==> src/sv/ffha_pkg.sv <==
// ----------------------------------------------------------------------------
// ffha_pkg: shared types and constants of the first-fit heap allocator
// Holds default geometry, field widths, operation and status codes, the
// sequencer state type and the control word of the shared adder.
// ----------------------------------------------------------------------------
package ffha_pkg;

  // Default heap geometry in bytes.
  localparam int unsigned HEAP_BYTES_DEF   = 32 * 1024;
  localparam int unsigned HEADER_BYTES_DEF = 12;

  // Fixed widths of the request and response fields.
  localparam int unsigned REQ_W    = 16;
  localparam int unsigned OFF_W    = 15;
  localparam int unsigned STATUS_W = 2;
  // A rounded-up request can reach 2**REQ_W.
  localparam int unsigned NEED_W   = REQ_W + 1;

  // Request operation codes.
  localparam logic ACT_ALLOC = 1'b0;
  localparam logic ACT_FREE  = 1'b1;

  // Response status codes.
  typedef enum logic [STATUS_W-1:0] {
    ST_DONE    = 2'd0,
    ST_FAIL    = 2'd1,
    ST_IGNORED = 2'd2
  } status_e;

  // Sequencer states.
  typedef enum logic [4:0] {
    S_IDLE,
    S_A_RD,
    S_A_FIT,
    S_A_SPL,
    S_A_TAIL,
    S_A_HDR,
    S_A_NXT,
    S_F_RD,
    S_F_CMP,
    S_F_NXT,
    S_F_MARK,
    S_M_RD,
    S_M_HDR,
    S_M_NXT,
    S_M_RDN,
    S_M_PAIR,
    S_RESP
  } state_e;

  // Control word of the shared adder.
  typedef struct packed {
    logic sub;      // a - b instead of a + b
    logic add_hdr;  // also add the header size
  } alu_ctl_t;

endpackage

==> src/sv/ffha_alu.sv <==
// ----------------------------------------------------------------------------
// ffha_alu: shared adder of the allocator
// One add/subtract unit that can also add the header size. All offsets,
// fit compares and merged sizes of the sequencer go through it.
// ----------------------------------------------------------------------------
module ffha_alu #(
  parameter int unsigned W   = 19,
  parameter int unsigned HDR = ffha_pkg::HEADER_BYTES_DEF
) (
  input  logic [W-1:0]       a_i,
  input  logic [W-1:0]       b_i,
  input  ffha_pkg::alu_ctl_t ctl_i,
  output logic [W-1:0]       sum_o
);
  import ffha_pkg::*;

  logic [W-1:0] b_op;
  logic [W-1:0] k_op;

  // Two's complement subtract by inverting b and adding one.
  assign b_op  = ctl_i.sub ? ~b_i : b_i;
  assign k_op  = ctl_i.add_hdr ? W'(HDR) : '0;
  assign sum_o = a_i + b_op + k_op + W'(ctl_i.sub);

endmodule

==> config.mk <==
export PLATFORM = sky130hd
export DESIGN_NAME = ffha_alu
export DESIGN_NICKNAME = d
export VERILOG_FILES = /design/src/sv/ffha_pkg.sv /design/src/sv/ffha_alu.sv
export SDC_FILE = /design/constraint.sdc
export NUM_CORES = 1
export LEC_CHECK = 0
export BUFFER_PORTS_ARGS = -buffer_cell sky130_fd_sc_hd__clkbuf_2
export CORE_ASPECT_RATIO = 1.75
export CORE_UTILIZATION = 45
export DETAILED_ROUTE_END_ITERATION = 7
export GPL_ROUTABILITY_DRIVEN = 0
export PLACE_DENSITY = 0.78
export SLEW_MARGIN = 5
export SYNTH_ARGS = -nofsm -noshare
export SYNTH_HDL_FRONTEND = slang
export SYNTH_SLANG_ARGS = --single-unit
==> constraint.sdc <==
create_clock -name vclk -period 5.4
set_input_delay 1.35 -clock vclk [all_inputs]
set_output_delay 1.35 -clock vclk [all_outputs]
set_load 0.05 [all_outputs]
==> results.rst <==
.. list-table::
   :header-rows: 1

   * - Metric
     - Value
   * - GR Overflow Total
     - 0
   * - DR WL/cell
     - between 10 and 15 um
   * - Diode count
     - 0
   * - Hold Buf Count CTS
     - 0
   * - Number of vias per cell
     - about 5.5
   * - Number of nets with antenna violations after detailed routing
     - 0
   * - Upper clock frequency limit
     - 191 MHz
   * - Number of max-cap violations
     - 0
   * - Number of antenna violations at the first check in global routing
     - 0
   * - Final sequential cell count
     - 0
   * - Layout clock buffers
     - 0
   * - Class of the tightest hold or removal check
     - input pin to output port
   * - Final routed wirelength across all metal layers
     - 3170 um
   * - Number of global-route vias before repair
     - 1375
   * - Total of buffers placed on input and output ports
     - between 50 and 60
   * - Result of the run
     - finished clean
   * - Critical path peak fanout
     - 6
   * - Count of warnings emitted by yosys
     - 0
   * - Minimum period implied by the final worst setup slack
     - 5230 ps
   * - Commonest non-fill, non-tap cell in the layout
     - sky130_fd_sc_hd__clkbuf_2
   * - Commonest cells after routing, fill and taps aside
     - 51 x sky130_fd_sc_hd__clkbuf_2, 31 x sky130_fd_sc_hd__ha_1, 19 x sky130_fd_sc_hd__xor2_1
   * - Classification of the worst setup path
     - input pin to output port
   * - Effective utilization at floorplan
     - 46.8%
   * - Worst IR drop on VDD
     - 0.000201 V
   * - Die Height
     - about 72 um
   * - Rel. slew slack
     - between 70% and 80%
   * - Routed via count
     - 1355
   * - Count of final max-slew check failures
     - 0
   * - # DRC
     - 0
   * - Worst slew pin tran
     - 339 ps
   * - Power density over the cells
     - around 350 mW/mm2
   * - Period utilization
     - 96.9%
   * - Instance area after placement
     - 0.00177 mm2
   * - Area of the placeable core
     - 0.00269 mm2
   * - Static Leakage
     - 0.00100 uW
   * - Total standard cell area after synthesis
     - 0.00126 mm2
   * - Average cell area after synthesis
     - 8.28 um2
   * - Layout cells sized above 1
     - a little over two fifths
   * - WP data required
     - slightly above 4000 ps
   * - Global-route wire length before repair
     - about 5400 um
   * - # fillers
     - 251
   * - Number of setup buffers added after CTS
     - 0
   * - Ports
     - 59
   * - DIE WIDTH
     - 42.0 um
   * - Endpoints failing setup
     - 0
   * - Final number of hold-violating endpoints
     - 0
   * - Worst slack, placed
     - 19.3 ps
   * - Utilization after layout
     - 67.7%
   * - Length of the first detailed-routing pass in iterations
     - 4
   * - Number of resized instances in the post-cts repair step
     - 0
   * - Post-layout power
     - 635 uW
   * - Synth-to-layout area growth
     - 44.6%
   * - Setup slack of the critical path after layout
     - 166 ps
   * - Overall die area
     - 0.00302 mm2
   * - Non-Filler Cell Area, Final
     - between 0.0015 and 0.002 mm2
   * - Sequential standard cell area
     - 0 um2
   * - Part of the Yosys area used for sequential elements
     - 0%
   * - Placement row count
     - 25
   * - DRT iter0 DRCs
     - 23
   * - Pin count of the biggest net entering global routing
     - 14
   * - Post-synthesis net count
     - about 230
   * - Crit start category
     - input pin
   * - Crit path capture type
     - output port
   * - Yosys cell types
     - 36
   * - Critical path arrival
     - approximately 3900 ps
   * - Number of instances in the synthesized netlist
     - between 150 and 200
   * - Total routing resource utilization after global routing
     - 22.0%
   * - Detail Placement HPWL
     - 2810 um
   * - Layout net count
     - 298
   * - Sum of negative setup slack
     - 0 ps
==> where the power goes <==
| group | internal [uW] | leakage (uW) | switching, uW |
|---|---|---|---|
| Clock | 0 | 0 | 0 |
| Sequential | 0 | 0 | 0 |
| Combinational | 228 | 0.00100 | 407 |
==> layout make-up <==
| type | count | area (um2) | share of cell area, % |
|---|---|---|---|
| inverters | 9 | 33.8 | 1.86 |
| multi-input cells | 140 | 1310 | 71.7 |
| well taps | 27 | 33.8 | 1.86 |
| repair buffers | 72 | 448 | 24.6 |
==> per-layer routing <==
metal / GRT usage, % / wire (um) / vias to the layer above
met3: 2.24 / 151 / 6
met5: 0 / 0 / -
li1: - / - / 684
met2: 46.9 / 1870 / 45
met4: 4.66 / 51 / 0
met1: 21.5 / 1100 / 620
==> worst max-delay path: stages <==
cell and delay, ps:
sky130_fd_sc_hd__buf_2 160, sky130_fd_sc_hd__buf_4 160, sky130_fd_sc_hd__xor2_1 150, sky130_fd_sc_hd__ha_1 270
sky130_fd_sc_hd__ha_1 320, sky130_fd_sc_hd__a21o_1 210, sky130_fd_sc_hd__a31o_1 210, sky130_fd_sc_hd__o211ai_2 220
sky130_fd_sc_hd__nand2_1 150, sky130_fd_sc_hd__a221oi_2 300, sky130_fd_sc_hd__xnor2_1 150, sky130_fd_sc_hd__buf_4 220
==> final timing paths <==
kind | start | endpoint | slack, ps | depth (start not counted)
setup / recovery | ctl_i[1] | sum_o[16] | 170 | 12
hold / removal | a_i[0] | sum_o[0] | 3080 | 3
==> cells in the mapped netlist (2+ instances only) <==
cell / count / area (um2)
sky130_fd_sc_hd__a21oi_1: 7 / 35.0
sky130_fd_sc_hd__o21a_1: 2 / 15.0
sky130_fd_sc_hd__buf_2: 2 / 10.0
sky130_fd_sc_hd__xor2_1: 21 / 184
sky130_fd_sc_hd__nor3_1: 2 / 10.0
sky130_fd_sc_hd__o21ai_1: 3 / 15.0
sky130_fd_sc_hd__a21o_1: 6 / 45.0
sky130_fd_sc_hd__a221oi_2: 2 / 30.0
sky130_fd_sc_hd__nor2_1: 12 / 45.0
sky130_fd_sc_hd__inv_1: 9 / 33.8
sky130_fd_sc_hd__o21ai_0: 2 / 10.0
sky130_fd_sc_hd__a21oi_2: 2 / 17.5
sky130_fd_sc_hd__xnor2_1: 14 / 123
sky130_fd_sc_hd__nor2b_1: 2 / 12.5
sky130_fd_sc_hd__nand2b_1: 2 / 12.5
sky130_fd_sc_hd__ha_1: 32 / 400
sky130_fd_sc_hd__fa_1: 3 / 60.1
sky130_fd_sc_hd__nand3_1: 5 / 25.0
sky130_fd_sc_hd__nand2_1: 7 / 26.3
==> kinds of logic after synthesis <==
kind of cell | synth area share, %
AO/OA/AOI/OAI | 21.4
XOR/XNOR | 24.4
adder cells (fa/ha/maj) | 36.6
buffers and inverters | 3.78
multiplexers | 1.69
AND/OR/NAND/NOR | 12.2
==> through the flow <==
step / instances / hold slack, ps
global placement: 248 / 3070
floorplan: 152 / 2970
global route: 248 / 3090
detailed placement: 248 / 3080
CTS: 248 / 3080
finish: 248 / 3080
(Power assumes the default switching activity.)
